## src/hw/rtl/mbe_pkg.sv

```systemverilog
// Shared types, constants and helpers for the Mandelbrot escape-time block.
// Used by every module under hw/rtl; depends on nothing else.
`default_nettype none

package mbe_pkg;

  // Field and word widths fixed by the interface.
  localparam int WORD_W  = 32;
  localparam int STEP_W  = 31;
  localparam int COORD_W = 10;
  localparam int ITER_W  = 16;
  localparam int WIDE_W  = 66;

  // Depth of the queue between the front and back parts.
  localparam int QUEUE_DEPTH = 2;
  localparam int QPTR_W      = $clog2(QUEUE_DEPTH);
  localparam int QCNT_W      = $clog2(QUEUE_DEPTH + 1);

  // Configuration register indexes (word address).
  localparam int REG_IDX_W = 3;
  localparam logic [REG_IDX_W-1:0] REG_MAX_ITER  = 3'd0;
  localparam logic [REG_IDX_W-1:0] REG_ORIGIN_RE = 3'd1;
  localparam logic [REG_IDX_W-1:0] REG_ORIGIN_IM = 3'd2;
  localparam logic [REG_IDX_W-1:0] REG_STEP_RE   = 3'd3;
  localparam logic [REG_IDX_W-1:0] REG_STEP_IM   = 3'd4;

  // Register reset values.
  localparam logic [ITER_W-1:0]        RST_MAX_ITER = 16'd255;
  localparam logic signed [WORD_W-1:0] RST_ORIGIN   = -32'sd536870912;
  localparam logic [STEP_W-1:0]        RST_STEP     = 31'd1048576;

  // One pixel request.
  typedef struct packed {
    logic [COORD_W-1:0] column;
    logic [COORD_W-1:0] row;
  } in_item_t;

  // One escape-time result.
  typedef struct packed {
    logic [ITER_W-1:0]  iteration_count;
    logic [COORD_W-1:0] out_column;
    logic [COORD_W-1:0] out_row;
  } out_item_t;

  // Configuration as seen by the datapath.
  typedef struct packed {
    logic [ITER_W-1:0]        max_iterations;
    logic signed [WORD_W-1:0] origin_re;
    logic signed [WORD_W-1:0] origin_im;
    logic [STEP_W-1:0]        step_re;
    logic [STEP_W-1:0]        step_im;
  } cfg_t;

  // A classified pixel waiting for iteration.
  typedef struct packed {
    logic signed [WORD_W-1:0] cr;
    logic signed [WORD_W-1:0] ci;
    logic [ITER_W-1:0]        limit;
    logic [COORD_W-1:0]       column;
    logic [COORD_W-1:0]       row;
  } job_t;

  // Queue status seen by both parts.
  typedef struct packed {
    logic full;
    logic empty;
  } q_flags_t;

  // Saturate a wide signed value to the signed 32-bit range.
  function automatic logic signed [WORD_W-1:0] sat_word(input logic signed [WIDE_W-1:0] v);
    logic signed [WIDE_W-1:0] hi;
    logic signed [WIDE_W-1:0] lo;
    logic signed [WORD_W-1:0] res;
    hi = WIDE_W'(64'sh000000007FFFFFFF);
    lo = -hi - WIDE_W'(1);
    if (v > hi) begin
      res = {1'b0, {(WORD_W-1){1'b1}}};
    end else if (v < lo) begin
      res = {1'b1, {(WORD_W-1){1'b0}}};
    end else begin
      res = v[WORD_W-1:0];
    end
    return res;
  endfunction

endpackage

`default_nettype wire

```

## src/hw/rtl/mbe_front.sv

```systemverilog
// Front part: takes a pixel request, maps it to the point c and clamps the limit.
// Depends on mbe_pkg; feeds mbe_queue.
`default_nettype none

module mbe_front
  import mbe_pkg::*;
#(
  parameter int IMAGE_SIZE = 1024,
  parameter int COUNT_BITS = 16
) (
  input  wire logic     clk,
  input  wire logic     rst_n,
  input  wire logic     start,
  input  wire in_item_t in_item,
  output logic          busy,
  input  wire cfg_t     cfg,
  input  wire q_flags_t q_flags,
  output logic          push,
  output job_t          push_job
);

  localparam logic [16:0] COORD_MAX = 17'(IMAGE_SIZE - 1);
  localparam logic [ITER_W-1:0] CNT_MAX = (COUNT_BITS >= ITER_W) ? {ITER_W{1'b1}} :
                                          ITER_W'((33'd1 << COUNT_BITS) - 33'd1);

  logic     fs_valid_r, fs_valid_nxt;
  in_item_t fs_item_r;

  logic [COORD_W-1:0]      col_cl, row_cl;
  logic [STEP_W+COORD_W-1:0] prod_re, prod_im;
  logic signed [WIDE_W-1:0]  sum_re, sum_im;

  // One request is held here until the queue has room.
  assign busy = fs_valid_r;
  assign push = fs_valid_r && !q_flags.full;

  always_comb begin
    fs_valid_nxt = fs_valid_r;
    if (push) begin
      fs_valid_nxt = 1'b0;
    end
    if (start && !busy) begin
      fs_valid_nxt = 1'b1;
    end
  end

  always_ff @(posedge clk) begin
    if (!rst_n) begin
      fs_valid_r <= 1'b0;
    end else begin
      fs_valid_r <= fs_valid_nxt;
    end
  end

  always_ff @(posedge clk) begin
    if (start && !busy) begin
      fs_item_r <= in_item;
    end
  end

  // Coordinates past the image edge map to the last pixel.
  assign col_cl = ({7'b0, fs_item_r.column} > COORD_MAX) ? COORD_MAX[COORD_W-1:0]
                                                         : fs_item_r.column;
  assign row_cl = ({7'b0, fs_item_r.row} > COORD_MAX) ? COORD_MAX[COORD_W-1:0]
                                                      : fs_item_r.row;

  // c = origin + step * coordinate, saturated to one word.
  assign prod_re = {{COORD_W{1'b0}}, cfg.step_re} * {{STEP_W{1'b0}}, col_cl};
  assign prod_im = {{COORD_W{1'b0}}, cfg.step_im} * {{STEP_W{1'b0}}, row_cl};
  assign sum_re  = $signed({{(WIDE_W-STEP_W-COORD_W){1'b0}}, prod_re})
                 + WIDE_W'(cfg.origin_re);
  assign sum_im  = $signed({{(WIDE_W-STEP_W-COORD_W){1'b0}}, prod_im})
                 + WIDE_W'(cfg.origin_im);

  always_comb begin
    push_job.cr     = sat_word(sum_re);
    push_job.ci     = sat_word(sum_im);
    push_job.limit  = (cfg.max_iterations < CNT_MAX) ? cfg.max_iterations : CNT_MAX;
    push_job.column = fs_item_r.column;
    push_job.row    = fs_item_r.row;
  end

endmodule

`default_nettype wire

```

## config.mk

```make
export PLATFORM = sky130hd
export DESIGN_NAME = mbe_front
export DESIGN_NICKNAME = d
export VERILOG_FILES = /design/src/hw/rtl/mbe_pkg.sv /design/src/hw/rtl/mbe_front.sv
export SDC_FILE = /design/constraint.sdc
export NUM_CORES = 2
export LEC_CHECK = 0
export BUFFER_PORTS_ARGS = -buffer_cell sky130_fd_sc_hd__buf_2
export CORE_UTILIZATION = 40
export DETAILED_ROUTE_END_ITERATION = 8
export GPL_ROUTABILITY_DRIVEN = 0
export GPL_TIMING_DRIVEN = 0
export SLEW_MARGIN = 0
export SYNTH_ARGS = -nofsm -noshare
export SYNTH_HDL_FRONTEND = slang
export SYNTH_SLANG_ARGS = --single-unit
```

## constraint.sdc

```tcl
create_clock -name clk -period 19.4 [get_ports clk]
set_input_delay 1.94 -clock clk [delete_from_list [all_inputs] [get_ports clk]]
set_output_delay 1.94 -clock clk [all_outputs]
set_load 0.05 [all_outputs]
```

* Word level (Yosys, flattened, before mapping)
Index checks and enable logic that the tools add are counted.
** Word-level totals
- Word-level logic and storage cells :: 24
- Output and inout port bits :: 102
- Input port bits :: 167
- Flip-flop bits (word level) :: 21
** Cells by class
- Multipliers :: 2
- Order comparisons :: 5
- Add/subtract/negate cells :: 2
- Reduce and logical (&&, ||, !) cells :: 5
- Multiplexer cells :: 7
** Operator list (number)
- 32-bit two-way mux :: 4
- 42-bit by 32-bit adder with 43-bit output :: 2
- 43-bit by 32-bit > comparator with 1-bit output (second input constant) :: 2
- 43-bit by 32-bit less-than comparator with 1-bit output (second input constant) :: 2
- 31-bit by 10-bit multiplier with 41-bit output :: 2
- 16-bit less-than comparator (second input constant) :: 1
- 16-bit two-way mux :: 1
- 1-bit logical AND :: 2
- 1-bit zero test :: 2
- 1-bit two-way mux :: 2
- 2-bit nonzero test :: 1

* Depth between registers and ports, before layout
- Depth after elaboration :: 5
- Mapped depth :: 38
- Depth with buffers taken out :: 36

* Worst setup path after synthesis
Ideal clock, no wire load.
- Path kind :: input to output
- Start point :: input port cfg[5] in the netlist's numbering
- End point :: output port push_job[58] in the netlist's numbering
- Slack :: 6252 ps
- Stages on the path :: 32
- Buffers on the path :: 1
- Data required time :: 17460 ps
- Data arrival time :: 11208 ps
- Cells stage by stage :: clkbuf_1 > and2_1 > fa_1 > fa_1 > fa_1 > fa_1 > inv_1 > fa_1 > inv_1 > ha_1 > a21o_1 > a21o_1 > a21oi_1 > nor2_1 > a2111oi_0 > o21ai_0 > a21oi_1 > o31ai_1 > or4b_2 > a31oi_1 > xnor2_1 > ha_1 > and3_1 > a221oi_1 > nor2b_1 > or3_1 > o21ai_2 > xnor2_1 > or4_1 > nor4_2 > a41oi_1 > o31ai_1
** RTL lines
- start: declaration :: RTL line mbe_front.sv:16 : input wire cfg_t cfg,
- end: declaration :: RTL line mbe_front.sv:19 : output job_t push_job

==> results.toml <==
[worst_setup_path]
end_kind = "output pin"
slowest_stage = "o41ai_2"
cp.arrival_ns = 12.57
cp_slowest_stage_delay_ns = 0.89
worstSetupPathType = "input port to output pin"
rr_endpoint = "row_cl[0]"
reg2reg_from = "busy"
critPathLaunchType = "input port"
rr_worst_depth = 2
cp.required_ns = 17.46
cpMostUsedCell = "fa_1"
r2r_slack_ns = 18.05
critical_path.max_fanout = 10

[global_route]
grt_pass1_wl_mm = 110
groute.usage.overall_pct = 22.1
antenna_found_initial = 10
overflow = 0
grt_max_degree = 18
grt_pass1_vias = 20124

[routing]
routedWlPerCell_um = 17.8
first_pass_iters = 5
drt_first_iter_violations = 1086
drtAntennaViolNets = 0
vias = 20256
wl_mm = 69.0
avgViaCountPerCell = 5.21
drc = 0

[sta]
fin_crit_sh_pct = 74.8
rsz0062_at_grt = "no"
slew_viol_final = 0
tns_ns = 0
clock-skew-final_ns = 0.00227
hold_viol = 0
fin_ws_ns = 4.89
worst_slew_pin_slew_ns = 0.902
max_freq_mhz = 68.9
finalSetupViolCount = 0
layout_min_cycle_time_ns = 14.51
slew_headroom_pct = 39.2

[floorplanning]
core_area_um2 = 60400
die_h_um = 249
initial_core_util_pct = 40.5
rows = 90
ios = 269
dieArea_um2 = 62100
die-width_um = 249

[final_layout]
drive_gt1_share_pct = 7.74
nFillCells = 6164
final_core_util_pct = 43.9
regArea_um2 = 621
final_nets = 3968
multi_input_area_um2 = 21600
syn2layout_area_growth_pct = 8.38
stdcell_area_um2 = 26500

[synthesis]
yosysTopAreaCell = "fa_1"
ys_types = 78
synth_top_area_share_pct = 37.8
synth-compound-area-share_pct = 13.3
yosysWarningCount = 0
netlist_instances = 2904
synth_top_family_by_area = "adder cells"
synth_seq_cells = 21
synth_edf_count = 20
ys_seq_area_share_pct = 2.54
synthSimpleGateAreaFrac_pct = 19.6
yosys.area_share.xor_xnor_pct = 5.37
synth.area.mux_share_pct = 0.0409
ys.flop_type = "edfxtp_1"
synth_nets = 3771
netlist_area_um2 = 24500
synthAdderAreaFrac_pct = 50.0
avgSynthCellArea_um2 = 8.42
synthTopCellsByArea = "fa_1 38%, ha_1 12%, and2_1 8.8%, inv_1 6.6%, nand2_1 5.8%"
ys_async_sr_fraction_pct = 0

[job]
drv_cap = 0

[clock_network]
post_cts_buffers = 0
post_cts_resized = 0
clk_pin_slew_ns = 0.06
cts-root-buf = "clkbuf_16"
cts_tree = "yes"
htreeDepth = 1
numCtsBuffers = 3
post_cts_hold_buffer_count = 0
insertion_delay_ns = 0.26
clockBufferDepth = 2
clock_sinks = 21

[place]
dp_hpwl_mm = 58.8
post_dp_cell_area_um2 = 26400
post-place-ws_ns = 4.98
port-buffer-count = 191

[worst_hold_path]
hp-class = "flip-flop to flip-flop"
hp-start = "busy"
min_to = "busy"
whs_path_depth = 2

[run_status]
outcome = "complete, no violations"
## cell usage after synthesis (3+ instances only)
| cell type | count |
|---|---|
| buf_1 | 6 |
| xnor2_1 | 92 |
| inv_1 | 429 |
| o21bai_1 | 20 |
| nand4_1 | 19 |
| a21oi_1 | 142 |
| and4_1 | 5 |
| and2_1 | 345 |
| o21ai_0 | 58 |
| a41o_1 | 3 |
| o211ai_1 | 11 |
| nand3_1 | 29 |
| a21o_1 | 115 |
| buf_2 | 7 |
| nor2b_1 | 21 |
| nor3_1 | 24 |
| a2111oi_0 | 4 |
| a211oi_1 | 14 |
| xor2_1 | 58 |
| nand3b_1 | 4 |
| o2111ai_1 | 3 |
| clkbuf_1 | 140 |
| or2_2 | 3 |
| ha_1 | 238 |
| clkbuf_2 | 3 |
| nand2b_1 | 15 |
| a211oi_2 | 3 |
| nor3b_1 | 5 |
| nor4_1 | 4 |
| o21a_1 | 18 |
| nor2_1 | 84 |
| buf_6 | 3 |
| nand2_1 | 375 |
| and3_1 | 8 |
| edfxtp_1 | 20 |
| o31ai_1 | 14 |
| a31oi_1 | 11 |
| a211o_1 | 4 |
| o21ai_1 | 35 |
| fa_1 | 462 |
## per-stage QoR
stage / hold slack (ns) / cells
2_1_floorplan: 0.757 / 2904
3_3_place_gp: 0.535 / 3877
3_5_place_dp: 0.548 / 3878
4_1_cts: 0.559 / 3882
5_1_grt: 0.630 / 3886
6_report: 0.557 / 3888
## kinds of logic (layout without fill, tap and decap cells)
logic type      count (synthesis)  after routing
other cells                     0              6
buf+inv                       589            785
compound gates                492            492
xor+xnor                      150            150
simple gates                  951            951
flops                          21             21
fa+ha+maj                     700            700
mux                             1              1
## cell type report
class | instances | share of cell area (%)
flip-flops and latches | 21 | 2.34
clock inverters | 1 | 0.0283
inverters | 429 | 6.07
multi-input cells | 2294 | 81.5
clock buffers | 3 | 0.283
well taps | 782 | 3.69
diodes | 6 | 0.0566
repair buffers | 192 | 3.66
plain buffers | 160 | 2.41
## metal layers
metal	part of all wire [%]	routed length [µm]	global-route usage (%)
met1	48	32900	33.0
met2	44	30400	34.3
met3	6.4	4440	3.09
met4	1.7	1190	3.79
met5	0.12	81	0
## worst max path at each step
stage | end | from | slack [ns]
after global placement | push_job[58] | cfg[11] | 5.07
final | push_job[58] | cfg[11] | 4.89
after detailed placement | push_job[61] | cfg[11] | 4.98
after CTS | push_job[61] | cfg[11] | 4.91
after global routing | push_job[61] | cfg[11] | 4.22
after floorplan | push_job[58] | cfg[5] | 6.25
## flip-flops by register name, summed over array words and instances, names as in the netlist
name / cells
busy: 1
col_cl: 10
row_cl: 10
## cell usage in the layout, fill, tap and decap left out, types with 20 or more instances in the layout
master	n
a21o_1	115
a21oi_1	142
and2_1	345
buf_2	198
clkbuf_1	140
edfxtp_1	20
fa_1	462
ha_1	238
inv_1	429
nand2_1	375
nand3_1	29
nor2_1	84
nor2b_1	20
nor3_1	24
o21ai_0	58
o21ai_1	35
o21bai_1	20
xnor2_1	92
xor2_1	58
## critical path, delay by kind of cell
kind / cells / cell delay, ns
AO/OA/AOI/OAI: 12 / 3.77
AND/OR/NAND/NOR: 8 / 1.83
XOR/XNOR: 2 / 0.32
buffers and inverters: 6 / 1.29
adder cells (fa/ha/maj): 7 / 3.39
Power is left out: the tool's default activity adds up to more than one toggle a clock period on the data nets, which glitch-free logic cannot reach.
