File: src/hw/rtl/mbe_pkg.sv
// Shared types, constants and helpers for the Mandelbrot escape-time block.
// Used by every module under hw/rtl; depends on nothing else.
`default_nettype none

package mbe_pkg;

  // Field and word widths fixed by the interface.
  localparam int WORD_W  = 32;
  localparam int STEP_W  = 31;
  localparam int COORD_W = 10;
  localparam int ITER_W  = 16;
  localparam int WIDE_W  = 66;

  // Depth of the queue between the front and back parts.
  localparam int QUEUE_DEPTH = 2;
  localparam int QPTR_W      = $clog2(QUEUE_DEPTH);
  localparam int QCNT_W      = $clog2(QUEUE_DEPTH + 1);

  // Configuration register indexes (word address).
  localparam int REG_IDX_W = 3;
  localparam logic [REG_IDX_W-1:0] REG_MAX_ITER  = 3'd0;
  localparam logic [REG_IDX_W-1:0] REG_ORIGIN_RE = 3'd1;
  localparam logic [REG_IDX_W-1:0] REG_ORIGIN_IM = 3'd2;
  localparam logic [REG_IDX_W-1:0] REG_STEP_RE   = 3'd3;
  localparam logic [REG_IDX_W-1:0] REG_STEP_IM   = 3'd4;

  // Register reset values.
  localparam logic [ITER_W-1:0]        RST_MAX_ITER = 16'd255;
  localparam logic signed [WORD_W-1:0] RST_ORIGIN   = -32'sd536870912;
  localparam logic [STEP_W-1:0]        RST_STEP     = 31'd1048576;

  // One pixel request.
  typedef struct packed {
    logic [COORD_W-1:0] column;
    logic [COORD_W-1:0] row;
  } in_item_t;

  // One escape-time result.
  typedef struct packed {
    logic [ITER_W-1:0]  iteration_count;
    logic [COORD_W-1:0] out_column;
    logic [COORD_W-1:0] out_row;
  } out_item_t;

  // Configuration as seen by the datapath.
  typedef struct packed {
    logic [ITER_W-1:0]        max_iterations;
    logic signed [WORD_W-1:0] origin_re;
    logic signed [WORD_W-1:0] origin_im;
    logic [STEP_W-1:0]        step_re;
    logic [STEP_W-1:0]        step_im;
  } cfg_t;

  // A classified pixel waiting for iteration.
  typedef struct packed {
    logic signed [WORD_W-1:0] cr;
    logic signed [WORD_W-1:0] ci;
    logic [ITER_W-1:0]        limit;
    logic [COORD_W-1:0]       column;
    logic [COORD_W-1:0]       row;
  } job_t;

  // Queue status seen by both parts.
  typedef struct packed {
    logic full;
    logic empty;
  } q_flags_t;

  // Saturate a wide signed value to the signed 32-bit range.
  function automatic logic signed [WORD_W-1:0] sat_word(input logic signed [WIDE_W-1:0] v);
    logic signed [WIDE_W-1:0] hi;
    logic signed [WIDE_W-1:0] lo;
    logic signed [WORD_W-1:0] res;
    hi = WIDE_W'(64'sh000000007FFFFFFF);
    lo = -hi - WIDE_W'(1);
    if (v > hi) begin
      res = {1'b0, {(WORD_W-1){1'b1}}};
    end else if (v < lo) begin
      res = {1'b1, {(WORD_W-1){1'b0}}};
    end else begin
      res = v[WORD_W-1:0];
    end
    return res;
  endfunction

endpackage

`default_nettype wire

File: src/hw/rtl/mbe_queue.sv
// Short queue of classified pixels between the front and back parts.
// Depends on mbe_pkg.
`default_nettype none

module mbe_queue
  import mbe_pkg::*;
(
  input  wire logic clk,
  input  wire logic rst_n,
  input  wire logic push,
  input  wire job_t push_job,
  input  wire logic pop,
  output job_t      pop_job,
  output q_flags_t  q_flags
);

  job_t              mem [QUEUE_DEPTH];
  logic [QPTR_W-1:0] wr_ptr_r, wr_ptr_nxt;
  logic [QPTR_W-1:0] rd_ptr_r, rd_ptr_nxt;
  logic [QCNT_W-1:0] cnt_r, cnt_nxt;

  assign q_flags.full  = (cnt_r == QCNT_W'(QUEUE_DEPTH));
  assign q_flags.empty = (cnt_r == '0);
  assign pop_job       = mem[rd_ptr_r];

  // Pointer and fill-count update; wraps at the queue depth.
  always_comb begin
    wr_ptr_nxt = wr_ptr_r;
    rd_ptr_nxt = rd_ptr_r;
    cnt_nxt    = cnt_r;
    if (push) begin
      wr_ptr_nxt = (wr_ptr_r == QPTR_W'(QUEUE_DEPTH - 1)) ? '0 : wr_ptr_r + 1'b1;
    end
    if (pop) begin
      rd_ptr_nxt = (rd_ptr_r == QPTR_W'(QUEUE_DEPTH - 1)) ? '0 : rd_ptr_r + 1'b1;
    end
    if (push && !pop) begin
      cnt_nxt = cnt_r + 1'b1;
    end else if (pop && !push) begin
      cnt_nxt = cnt_r - 1'b1;
    end
  end

  always_ff @(posedge clk) begin
    if (!rst_n) begin
      wr_ptr_r <= '0;
      rd_ptr_r <= '0;
      cnt_r    <= '0;
    end else begin
      wr_ptr_r <= wr_ptr_nxt;
      rd_ptr_r <= rd_ptr_nxt;
      cnt_r    <= cnt_nxt;
    end
  end

  always_ff @(posedge clk) begin
    if (push) begin
      mem[wr_ptr_r] <= push_job;
    end
  end

endmodule

`default_nettype wire

File: config.mk
export PLATFORM = sky130hd
export DESIGN_NAME = mbe_queue
export DESIGN_NICKNAME = d
export VERILOG_FILES = /design/src/hw/rtl/mbe_pkg.sv /design/src/hw/rtl/mbe_queue.sv
export SDC_FILE = /design/constraint.sdc
export NUM_CORES = 1
export LEC_CHECK = 0
export BUFFER_PORTS_ARGS = -buffer_cell sky130_fd_sc_hd__clkbuf_2
export CORE_MARGIN = 2
export CORE_UTILIZATION = 52
export CTS_CLUSTER_DIAMETER = 40
export DETAILED_ROUTE_END_ITERATION = 10
export PLACE_DENSITY = 0.9
export SLEW_MARGIN = 25
export SYNTH_ARGS = -nofsm -noshare
export SYNTH_HDL_FRONTEND = slang
export SYNTH_SLANG_ARGS = --single-unit
File: constraint.sdc
create_clock -name clk -period 7.5 [get_ports clk]
set_input_delay 0.375 -clock clk [delete_from_list [all_inputs] [get_ports clk]]
set_output_delay 0.375 -clock clk [all_outputs]
set_load 0.03 [all_outputs]
Word-level counts from Yosys, hierarchy flattened

Memory sizes are Yosys's and may differ from the RTL's. A register that Yosys moved wholly into a read port is not among the register bits.
Cells that the tools add are included.

Add/sub/neg operators: 4
Equal/unequal tests: 1
Multiplexer cells: 8
Reduce and logical (&&, ||, !) cells: 6

Operators by type and width:

| kind                  | count |
|---|---|
| $mux W1               | 6 |
| $mux W2               | 2 |
| $add A1 B1 Y1 const B | 2 |
| $add A2 B1 Y2 const B | 1 |
| $eq A2 B2 Y1 const B  | 1 |
| $logic_and A1 B1 Y1   | 2 |
| $logic_not A1 Y1      | 2 |
| $logic_not A2 Y1      | 1 |
| $reduce_bool A2 Y1    | 1 |
| $sub A2 B1 Y2 const B | 1 |

Register bits: 4
Memory bits (writable): 200
Input bits: 104
Output and inout port bits: 102
Word-level logic and storage cells: 23
Memories: 1

Memories:

| name | words | width | rd ports | clocked after Yosys merged registers in | write ports | RTL line        | RTL |
|---|---|---|---|---|---|---|---|
| mem  | 2     | 100   | 1        | 1                                       | 1           | mbe_queue.sv:17 | `job_t mem [QUEUE_DEPTH];` |

Longest topological paths before layout

Gate-level depths: netlist of run 1.

Depth after elaboration: 4
Mapped depth: 5
Depth with buffers taken out: 5

Least setup slack after synthesis of run 1

Ideal clock, no wire load.

Path type: input-to-reg
Start point: input port push
End point: memory mem[0][0] (netlist name) (enable)
Library setup time: 0.572 ns
Data arrival time: 4.758 ns
Data required time: 6.928 ns
Path slack: 2.170 ns
Cell stages on the path: 1
Buffers on the path: 0
Cell sequence: nor2b_1

Word-level cells in the longest chain between the ends: 2

Ends and longest elaborated chain:

| what                          | RTL line        | RTL |
|---|---|---|
| from (decl)                   | mbe_queue.sv:10 | `input wire logic push,` |
| $mux W1                       | mbe_queue.sv:57 | `if (push) begin` |
| $mux W1 (implied by the code) | mbe_queue.sv:58 | `mem[wr_ptr_r] <= push_job;` |
| to (decl)                     | mbe_queue.sv:17 |  |

Every way passes these cells.

==> metrics.txt, run 1 <==
# TYPE chip_impl_metric gauge
chip_impl_metric{name="cts_hold_buf",unit=""} 0
chip_impl_info{name="cp-end-kind",value="output pin"} 1
chip_impl_info{name="synth_top_area_cell",value="sky130_fd_sc_hd__edfxtp_1"} 1
chip_impl_info{name="synth_most_common_cell",value="sky130_fd_sc_hd__edfxtp_1"} 1
chip_impl_metric{name="clock-skew-final",unit="ps"} 9.512
chip_impl_info{name="min_to",value="mem[0][75]$_DFFE_PP_"} 1
chip_impl_metric{name="layout-area-overhead-vs-synth",unit="%"} 27.87
chip_impl_metric{name="floorplan.die.width",unit="um"} 123.9
chip_impl_info{name="setup.worst_path.start_class",value="flip-flop"} 1
chip_impl_metric{name="routability_cong",unit=""} 0.7091
chip_impl_metric{name="synth.ff_latch_count",unit=""} 205
chip_impl_metric{name="worstSkewPairLatency",unit="ps"} 500
chip_impl_metric{name="r2r.worst_path.cells",unit=""} 2
chip_impl_metric{name="timing.critical_path.arrival",unit="ps"} 2610
chip_impl_metric{name="grt_antenna_before_repair",unit=""} 0
chip_impl_metric{name="hold_viol_final",unit=""} 0
chip_impl_metric{name="final_area",unit="sq mm"} 0.009553
chip_impl_metric{name="row_count",unit=""} 43
chip_impl_metric{name="yosys_warnings",unit=""} 0
chip_impl_metric{name="grt_pass1_wl",unit="um"} 19730
chip_impl_metric{name="dr.first_iter.drc_count",unit=""} 205
chip_impl_metric{name="power.switching_fraction",unit="%"} 24.36
chip_impl_info{name="timing.hold.worst.class",value="primary input to flip-flop"} 1
chip_impl_metric{name="hold_path_depth",unit=""} 1
chip_impl_info{name="result_of_the_run",value="completed"} 1
chip_impl_metric{name="route.detailed.vias_per_inst",unit=""} 5.070
chip_impl_metric{name="via_count_of_the_first_global_routing_pass",unit=""} 4005
chip_impl_metric{name="die_y",unit="um"} 123.9
chip_impl_metric{name="regToRegSetupSlack",unit="ps"} 5160
chip_impl_metric{name="pin_count_of_the_biggest_net_entering_global_routing",unit=""} 72
chip_impl_metric{name="core",unit="sq mm"} 0.01393
chip_impl_metric{name="asyncSetResetFlopFracSynth",unit="%"} 0
chip_impl_metric{name="internal_power",unit="uW"} 2219
chip_impl_metric{name="critical_path_required_time",unit="ps"} 7120
chip_impl_metric{name="finalSetupViolCount",unit=""} 0
chip_impl_metric{name="first_pass_iters",unit=""} 4
chip_impl_metric{name="final_period_utilization",unit="%"} 39.80
chip_impl_metric{name="slew_headroom",unit="%"} 36.72
chip_impl_metric{name="pwr-share-clk",unit="%"} 42.7
chip_impl_metric{name="longest_clk_path_bufs",unit=""} 3
chip_impl_metric{name="postCtsSetupRepairBufs",unit=""} 0
chip_impl_metric{name="detailed_place_hpwl",unit="um"} 8789
chip_impl_metric{name="post_route_cells_drive_above_1_share",unit="%"} 61.59
chip_impl_metric{name="cts_htree_levels",unit=""} 1
chip_impl_metric{name="grt-ovfl-total",unit=""} 0
chip_impl_metric{name="power_frac_seq",unit="%"} 46.0
chip_impl_metric{name="placement.cell_area",unit="sq mm"} 0.008638
chip_impl_metric{name="detail_route.drc_violations",unit=""} 0
chip_impl_metric{name="synth_area_per_cell",unit="sq um"} 22.44
chip_impl_metric{name="detail_route.wirelength",unit="um"} 13730
chip_impl_info{name="tritoncts",value="done"} 1
chip_impl_metric{name="net-switching-power",unit="uW"} 714.6
chip_impl_metric{name="io_pins",unit=""} 206
chip_impl_info{name="launch_point_of_the_worst_reg_to_reg_path",value="wr_ptr_r$_SDFFE_PN0P_"} 1
chip_impl_metric{name="gr-usage-all-layers",unit="%"} 17.10
chip_impl_metric{name="layout.nets",unit=""} 663
chip_impl_metric{name="cts_inserted_buffers",unit=""} 26
chip_impl_metric{name="crit_fanout",unit=""} 51
chip_impl_metric{name="drv.max_cap_violation_count",unit=""} 0
chip_impl_info{name="timing.critical_path.cells",value="buf_4, mux2_2, clkbuf_2"} 1
chip_impl_metric{name="final.min_clock_period",unit="ps"} 2985
chip_impl_info{name="rr_endpoint",value="mem[0][52]$_DFFE_PP_"} 1
chip_impl_info{name="synthFlopType",value="sky130_fd_sc_hd__edfxtp_1"} 1
chip_impl_metric{name="synth_seq_area_share",unit="%"} 81.73
chip_impl_metric{name="power_density",unit="mW/mm^2"} 307.1
chip_impl_metric{name="vdd.ir_drop.worst",unit="uV"} 275.1
chip_impl_metric{name="antennaDiodeCount",unit=""} 0
chip_impl_metric{name="synth.distinct_cells",unit=""} 17
chip_impl_metric{name="synthesis.nets",unit=""} 438
chip_impl_metric{name="power_frac_comb",unit="%"} 11.3
chip_impl_metric{name="floorplan.die_area",unit="sq mm"} 0.01534
chip_impl_metric{name="tightestPinTransition",unit="ps"} 949.3
chip_impl_metric{name="routed_wire_length_per_instance",unit="um"} 18.11
chip_impl_metric{name="synth-edff-count",unit=""} 200
chip_impl_metric{name="clock_sinks",unit=""} 205
chip_impl_metric{name="port_buffers",unit=""} 205
chip_impl_metric{name="power_leakage",unit="uW"} 0.003668
chip_impl_info{name="synthTopCellsByArea",value="sky130_fd_sc_hd__edfxtp_1, sky130_fd_sc_hd__mux2_2, sky130_fd_sc_hd__buf_6, sky130_fd_sc_hd__dfxtp_1, sky130_fd_sc_hd__and2_1"} 1
chip_impl_metric{name="synth_cells",unit=""} 333
chip_impl_metric{name="clock.fmax",unit="MHz"} 335.0
chip_impl_info{name="hold_start",value="push_job[75]"} 1
chip_impl_info{name="setup.worst_path.class",value="flip-flop to output pin"} 1
chip_impl_metric{name="starting_density_of_the_core",unit="%"} 53.61
chip_impl_info{name="crit_slowest_cell",value="sky130_fd_sc_hd__dfxtp_4"} 1
chip_impl_metric{name="synth_area",unit="sq mm"} 0.007471
chip_impl_info{name="cts-root-buf",value="sky130_fd_sc_hd__clkbuf_16"} 1
chip_impl_metric{name="timing.setup.tns",unit="ps"} 0
chip_impl_metric{name="max_stage_delay",unit="ps"} 760
chip_impl_metric{name="antenna_violating_nets_left",unit=""} 0
chip_impl_metric{name="yosys.area.top_type_share",unit="%"} 80.39
chip_impl_metric{name="post_cts.resized_instances",unit=""} 0
chip_impl_metric{name="clkSlewWorstSetupHoldPaths",unit="ps"} 60
chip_impl_metric{name="dr_total_vias",unit=""} 3843
chip_impl_info{name="rsz0062_at_grt",value="false"} 1
chip_impl_metric{name="max_transition_viols_final",unit=""} 0
chip_impl_info{name="post_synth_most_frequent_cells",value="sky130_fd_sc_hd__edfxtp_1, sky130_fd_sc_hd__mux2_2, sky130_fd_sc_hd__buf_6"} 1
[logic make-up (layout without fill, tap and decap cells)]
family	Yosys count	in the layout	synth area share, %
buffers and inverters	12	257	1.658
AOI/OAI and AO/OA	3	3	0.2680
and+or+nand+nor	9	9	0.7536
muxes	100	100	15.07
DFF	205	205	81.73
xor gates and xnor gates	3	3	0.3518
adders and majority gates	1	1	0.1674
[power by group through the flow]
stage / registers [uW] / clock network (uW) / logic [uW]
after global routing: 1360 / 1330 / 349
after global placement: 1370 / 0 / 323
after detailed placement: 1370 / 0 / 331
final: 1350 / 1250 / 330
after floorplan: 1360 / 0 / 243
after CTS: 1350 / 1280 / 334
[state kept, by name, indices dropped and copies added, names as in the netlist, named ones only]
name      cells
mem         200
wr_ptr_r      1
cnt_r         2
rd_ptr_r      1
[stage by stage]
stage,util (%),power (uW),hold WS [ps],std cells,worst slack [ps]
after floorplan,-,1607,466.2,333,2170
after global placement,61.99,1693,476.3,710,5012
after detailed placement,61.99,1706,551.4,710,4948
after CTS,68.56,2962,39.96,758,4441
after global routing,68.56,3035,39.74,758,4350
final,68.56,2934,60.85,758,4515
[how the worst max path moves through the flow]
stage                                       to  slack [ps]  depth (start not counted)
after CTS                          pop_job[50]        4440                          3
final                              pop_job[50]        4520                          3
after global routing               pop_job[50]        4350                          3
after detailed placement  mem[0][95]$_DFFE_PP_        4950                          3
after global placement             pop_job[60]        5010                          3
after floorplan            mem[0][0]$_DFFE_PP_        2170                          1
[layer usage]
| layer | wire length (um) | global-route usage (%) |
|---|---|---|
| met5 | 0 | 0 |
| met3 | 1135 | 4.899 |
| met4 | 211 | 5.185 |
| met2 | 7328 | 31.77 |
| met1 | 5052 | 18.91 |
[layout by cell type (no fill, tap or decap), drive strengths merged]
cell | synthesis | final
buf | 11 | 3
dfxtp | 5 | 5
edfxtp | 200 | 200
or3 | 1 | 1
xor2 | 2 | 2
and2b | 1 | 1
clkinv | 0 | 12
clkbuf | 0 | 233
o21a | 1 | 1
a21boi | 1 | 1
ha | 1 | 1
and2 | 4 | 4
inv | 1 | 5
xnor2 | 1 | 1
nor2b | 2 | 2
nor2 | 1 | 1
clkinvlp | 0 | 1
o21ai | 1 | 1
bufinv | 0 | 3
mux2 | 100 | 100
[worst max-delay path, delay by kind of cell, from the launching register on]
kind / cells / cell delay [ps]
flops: 1 / 760
buf+inv: 2 / 870
mux: 1 / 430
[area by class of cell]
class	instances	area [sq um]
Timing Repair Buffer	208	1049
Sequential cell	205	6110
Multi-Input combinational cell	116	1251
Tap cell	180	225.2
Inverter	1	3.754
Fill cell	891	4382
Clock buffer	28	679.4
Clock inverter	20	235.2
Power figures use the tool's default switching activity.
==> inputs of run 2 (changes only) <==
==> constraint.sdc (replaced) <==
create_clock -name clk -period 2.9 [get_ports clk]
set_input_delay 0.145 -clock clk [delete_from_list [all_inputs] [get_ports clk]]
set_output_delay 0.145 -clock clk [all_outputs]
set_load 0.03 [all_outputs]
==> run 2 against run 1 <==
  * Clock power rose to 2.5 times the previous value
  * Critical path type unchanged
  * Highest routed layer unchanged
  * Largest power group unchanged
  * Sequential share of layout area fell by 6.2 points
  * Largest cell class unchanged
  * Wire length rose by 18%
  * Hold slack got worse by 42 ps
  * Via count rose by 13%
  * Non-clock buffer count rose by 105
==> metrics.txt, run 2 (synthesized netlist as in run 1, its figures left out) <==
# TYPE chip_impl_metric gauge
chip_impl_metric{name="core",unit="sq mm"} 0.01393
chip_impl_metric{name="power_leakage",unit="uW"} 0.004089
chip_impl_metric{name="floorplan.die_area",unit="sq mm"} 0.01534
chip_impl_metric{name="longest_clk_path_bufs",unit=""} 3
chip_impl_info{name="setup.worst_path.start_class",value="flip-flop"} 1
chip_impl_metric{name="final_area",unit="sq mm"} 0.01058
chip_impl_metric{name="clkSlewWorstSetupHoldPaths",unit="ps"} 60
chip_impl_info{name="result_of_the_run",value="completed"} 1
chip_impl_metric{name="tightestPinTransition",unit="ps"} 744.6
chip_impl_metric{name="dr_total_vias",unit=""} 4337
chip_impl_metric{name="cts_htree_levels",unit=""} 1
chip_impl_metric{name="starting_density_of_the_core",unit="%"} 53.61
chip_impl_metric{name="grt-ovfl-total",unit=""} 0
chip_impl_metric{name="critical_path_required_time",unit="ps"} 2760
chip_impl_info{name="tritoncts",value="done"} 1
chip_impl_metric{name="vdd.ir_drop.worst",unit="uV"} 545.4
chip_impl_metric{name="finalSetupViolCount",unit=""} 0
chip_impl_metric{name="gr-usage-all-layers",unit="%"} 20.78
chip_impl_metric{name="max_transition_viols_final",unit=""} 0
chip_impl_metric{name="layout-area-overhead-vs-synth",unit="%"} 41.63
chip_impl_metric{name="slew_headroom",unit="%"} 50.25
chip_impl_metric{name="routability_cong",unit=""} 0.7439
chip_impl_metric{name="floorplan.die.width",unit="um"} 123.9
chip_impl_metric{name="fin_util",unit="%"} 75.94
chip_impl_metric{name="post_route_cells_drive_above_1_share",unit="%"} 52.21
chip_impl_metric{name="crit_fanout",unit=""} 30
chip_impl_metric{name="row_count",unit=""} 43
chip_impl_info{name="largest_register",value="mem"} 1
chip_impl_metric{name="dr.first_iter.drc_count",unit=""} 258
chip_impl_metric{name="detail_route.drc_violations",unit=""} 0
chip_impl_metric{name="clock-skew-final",unit="ps"} 6.490
chip_impl_metric{name="timing.setup.tns",unit="ps"} 0
chip_impl_metric{name="antenna_violating_nets_left",unit=""} 0
chip_impl_metric{name="placement.cell_area",unit="sq mm"} 0.008706
chip_impl_metric{name="largest_reg_flops",unit=""} 200
chip_impl_metric{name="finalNonFillerCells",unit=""} 859
chip_impl_metric{name="clock.fmax",unit="MHz"} 455.7
chip_impl_info{name="rsz0062_at_grt",value="false"} 1
chip_impl_metric{name="first_pass_iters",unit=""} 4
chip_impl_metric{name="die_y",unit="um"} 123.9
chip_impl_metric{name="final_period_utilization",unit="%"} 75.67
chip_impl_metric{name="hold_viol_final",unit=""} 0
chip_impl_metric{name="drv.max_cap_violation_count",unit=""} 0
chip_impl_info{name="cp-end-kind",value="output pin"} 1
chip_impl_metric{name="timing.critical_path.arrival",unit="ps"} 2050
chip_impl_metric{name="grt_pass1_wl",unit="um"} 23950
chip_impl_metric{name="clock_sinks",unit=""} 205
chip_impl_metric{name="io_pins",unit=""} 206
chip_impl_metric{name="power_density",unit="mW/mm^2"} 724.3
chip_impl_info{name="cts-root-buf",value="sky130_fd_sc_hd__clkbuf_16"} 1
chip_impl_metric{name="routed_wire_length_per_instance",unit="um"} 18.87
chip_impl_metric{name="route.detailed.vias_per_inst",unit=""} 5.049
chip_impl_metric{name="port_buffers",unit=""} 205
chip_impl_metric{name="via_count_of_the_first_global_routing_pass",unit=""} 4758
chip_impl_metric{name="worstSkewPairLatency",unit="ps"} 490
chip_impl_metric{name="layout.nets",unit=""} 766
chip_impl_metric{name="final.min_clock_period",unit="ps"} 2195
chip_impl_info{name="setup.worst_path.class",value="flip-flop to output pin"} 1
chip_impl_metric{name="pin_count_of_the_biggest_net_entering_global_routing",unit=""} 52
chip_impl_metric{name="post_cts.resized_instances",unit=""} 0
chip_impl_metric{name="placed_cells",unit=""} 714
chip_impl_info{name="layout_commonest_cell",value="sky130_fd_sc_hd__clkbuf_2"} 1
chip_impl_metric{name="cts_inserted_buffers",unit=""} 24
chip_impl_info{name="mostFrequentLayoutCells",value="sky130_fd_sc_hd__clkbuf_2, sky130_fd_sc_hd__edfxtp_1, sky130_fd_sc_hd__dlygate4sd3_1"} 1
chip_impl_metric{name="detail_route.wirelength",unit="um"} 16210
chip_impl_metric{name="grt_antenna_before_repair",unit=""} 0
chip_impl_info{name="timing.hold.worst.class",value="primary input to flip-flop"} 1
chip_impl_info{name="reg.largest.list",value="mem (200), cnt_r (2)"} 1
chip_impl_metric{name="detailed_place_hpwl",unit="um"} 9106
-- run 2: cell types whose count changed in the layout (fill, tap and decap cells not counted), sizes merged --
cell	previous run	this run
dlygate4sd3	0	101
clkinv	12	5
bufinv	3	5
clkbuf	233	232
buf	3	7
clkinvlp	1	2
diode	0	1
-- run 2: worst max-delay path, stage by stage, from the launching register on --
cell and delay [ps]:
sky130_fd_sc_hd__dfxtp_4 530, sky130_fd_sc_hd__buf_4 410, sky130_fd_sc_hd__mux2_2 400, sky130_fd_sc_hd__clkbuf_2 190
-- run 2: final timing paths --
check | startpoint | endpoint | slack (ps) | depth (start not counted)
hold / removal | pop | flip-flop | 20 | 3
setup reg to reg | wr_ptr_r$_SDFFE_PN0P_ | mem[0][81]$_DFFE_PP_ | 1230 | 2
hold reg to reg | cnt_r[1]$_SDFFE_PN0P_ | cnt_r[1]$_SDFFE_PN0P_ | 550 | 2
setup / recovery | flip-flop | pop_job[1] | 710 | 3
-- run 2: area by class of cell --
type,instances,area [sq um]
Fill cell,748,3353
Antenna cell,1,2.502
Sequential cell,205,6110
Multi-Input combinational cell,116,1251
Timing Repair Buffer,313,2127
Clock inverter,16,229.0
Clock buffer,27,633.1
Tap cell,180,225.2
Inverter,1,3.754
-- run 2: metal layers --
| layer | track usage [%] | wire [um] |
|---|---|---|
| met5 | 0 | 0 |
| met4 | 8.736 | 517 |
| met1 | 21.82 | 5680 |
| met2 | 39.70 | 8998 |
| met3 | 4.579 | 1016 |
-- run 2: report_power, final --
group	internal (uW)	switching (uW)
clock	2030	1150
sequential	3420	53.3
combinational	406	602
-- run 2: what timing repair did --
action	CTS	global route
hold buffers	101	0
hold endpoints to repair	205	0
setup endpoints to repair	0	0
buffers inserted	0	0
-- run 2: per-stage QoR --
stage / hold WS [ps] / setup WS [ps] / power, uW
floorplan: 243.9 / 656.5 / 4144
global placement: 334.8 / 1254 / 4388
detailed placement: 337.5 / 1200 / 4424
CTS: 4.271 / 686.5 / 7703
global route: 30.89 / 614.1 / 7921
finish: 18.95 / 705.5 / 7664
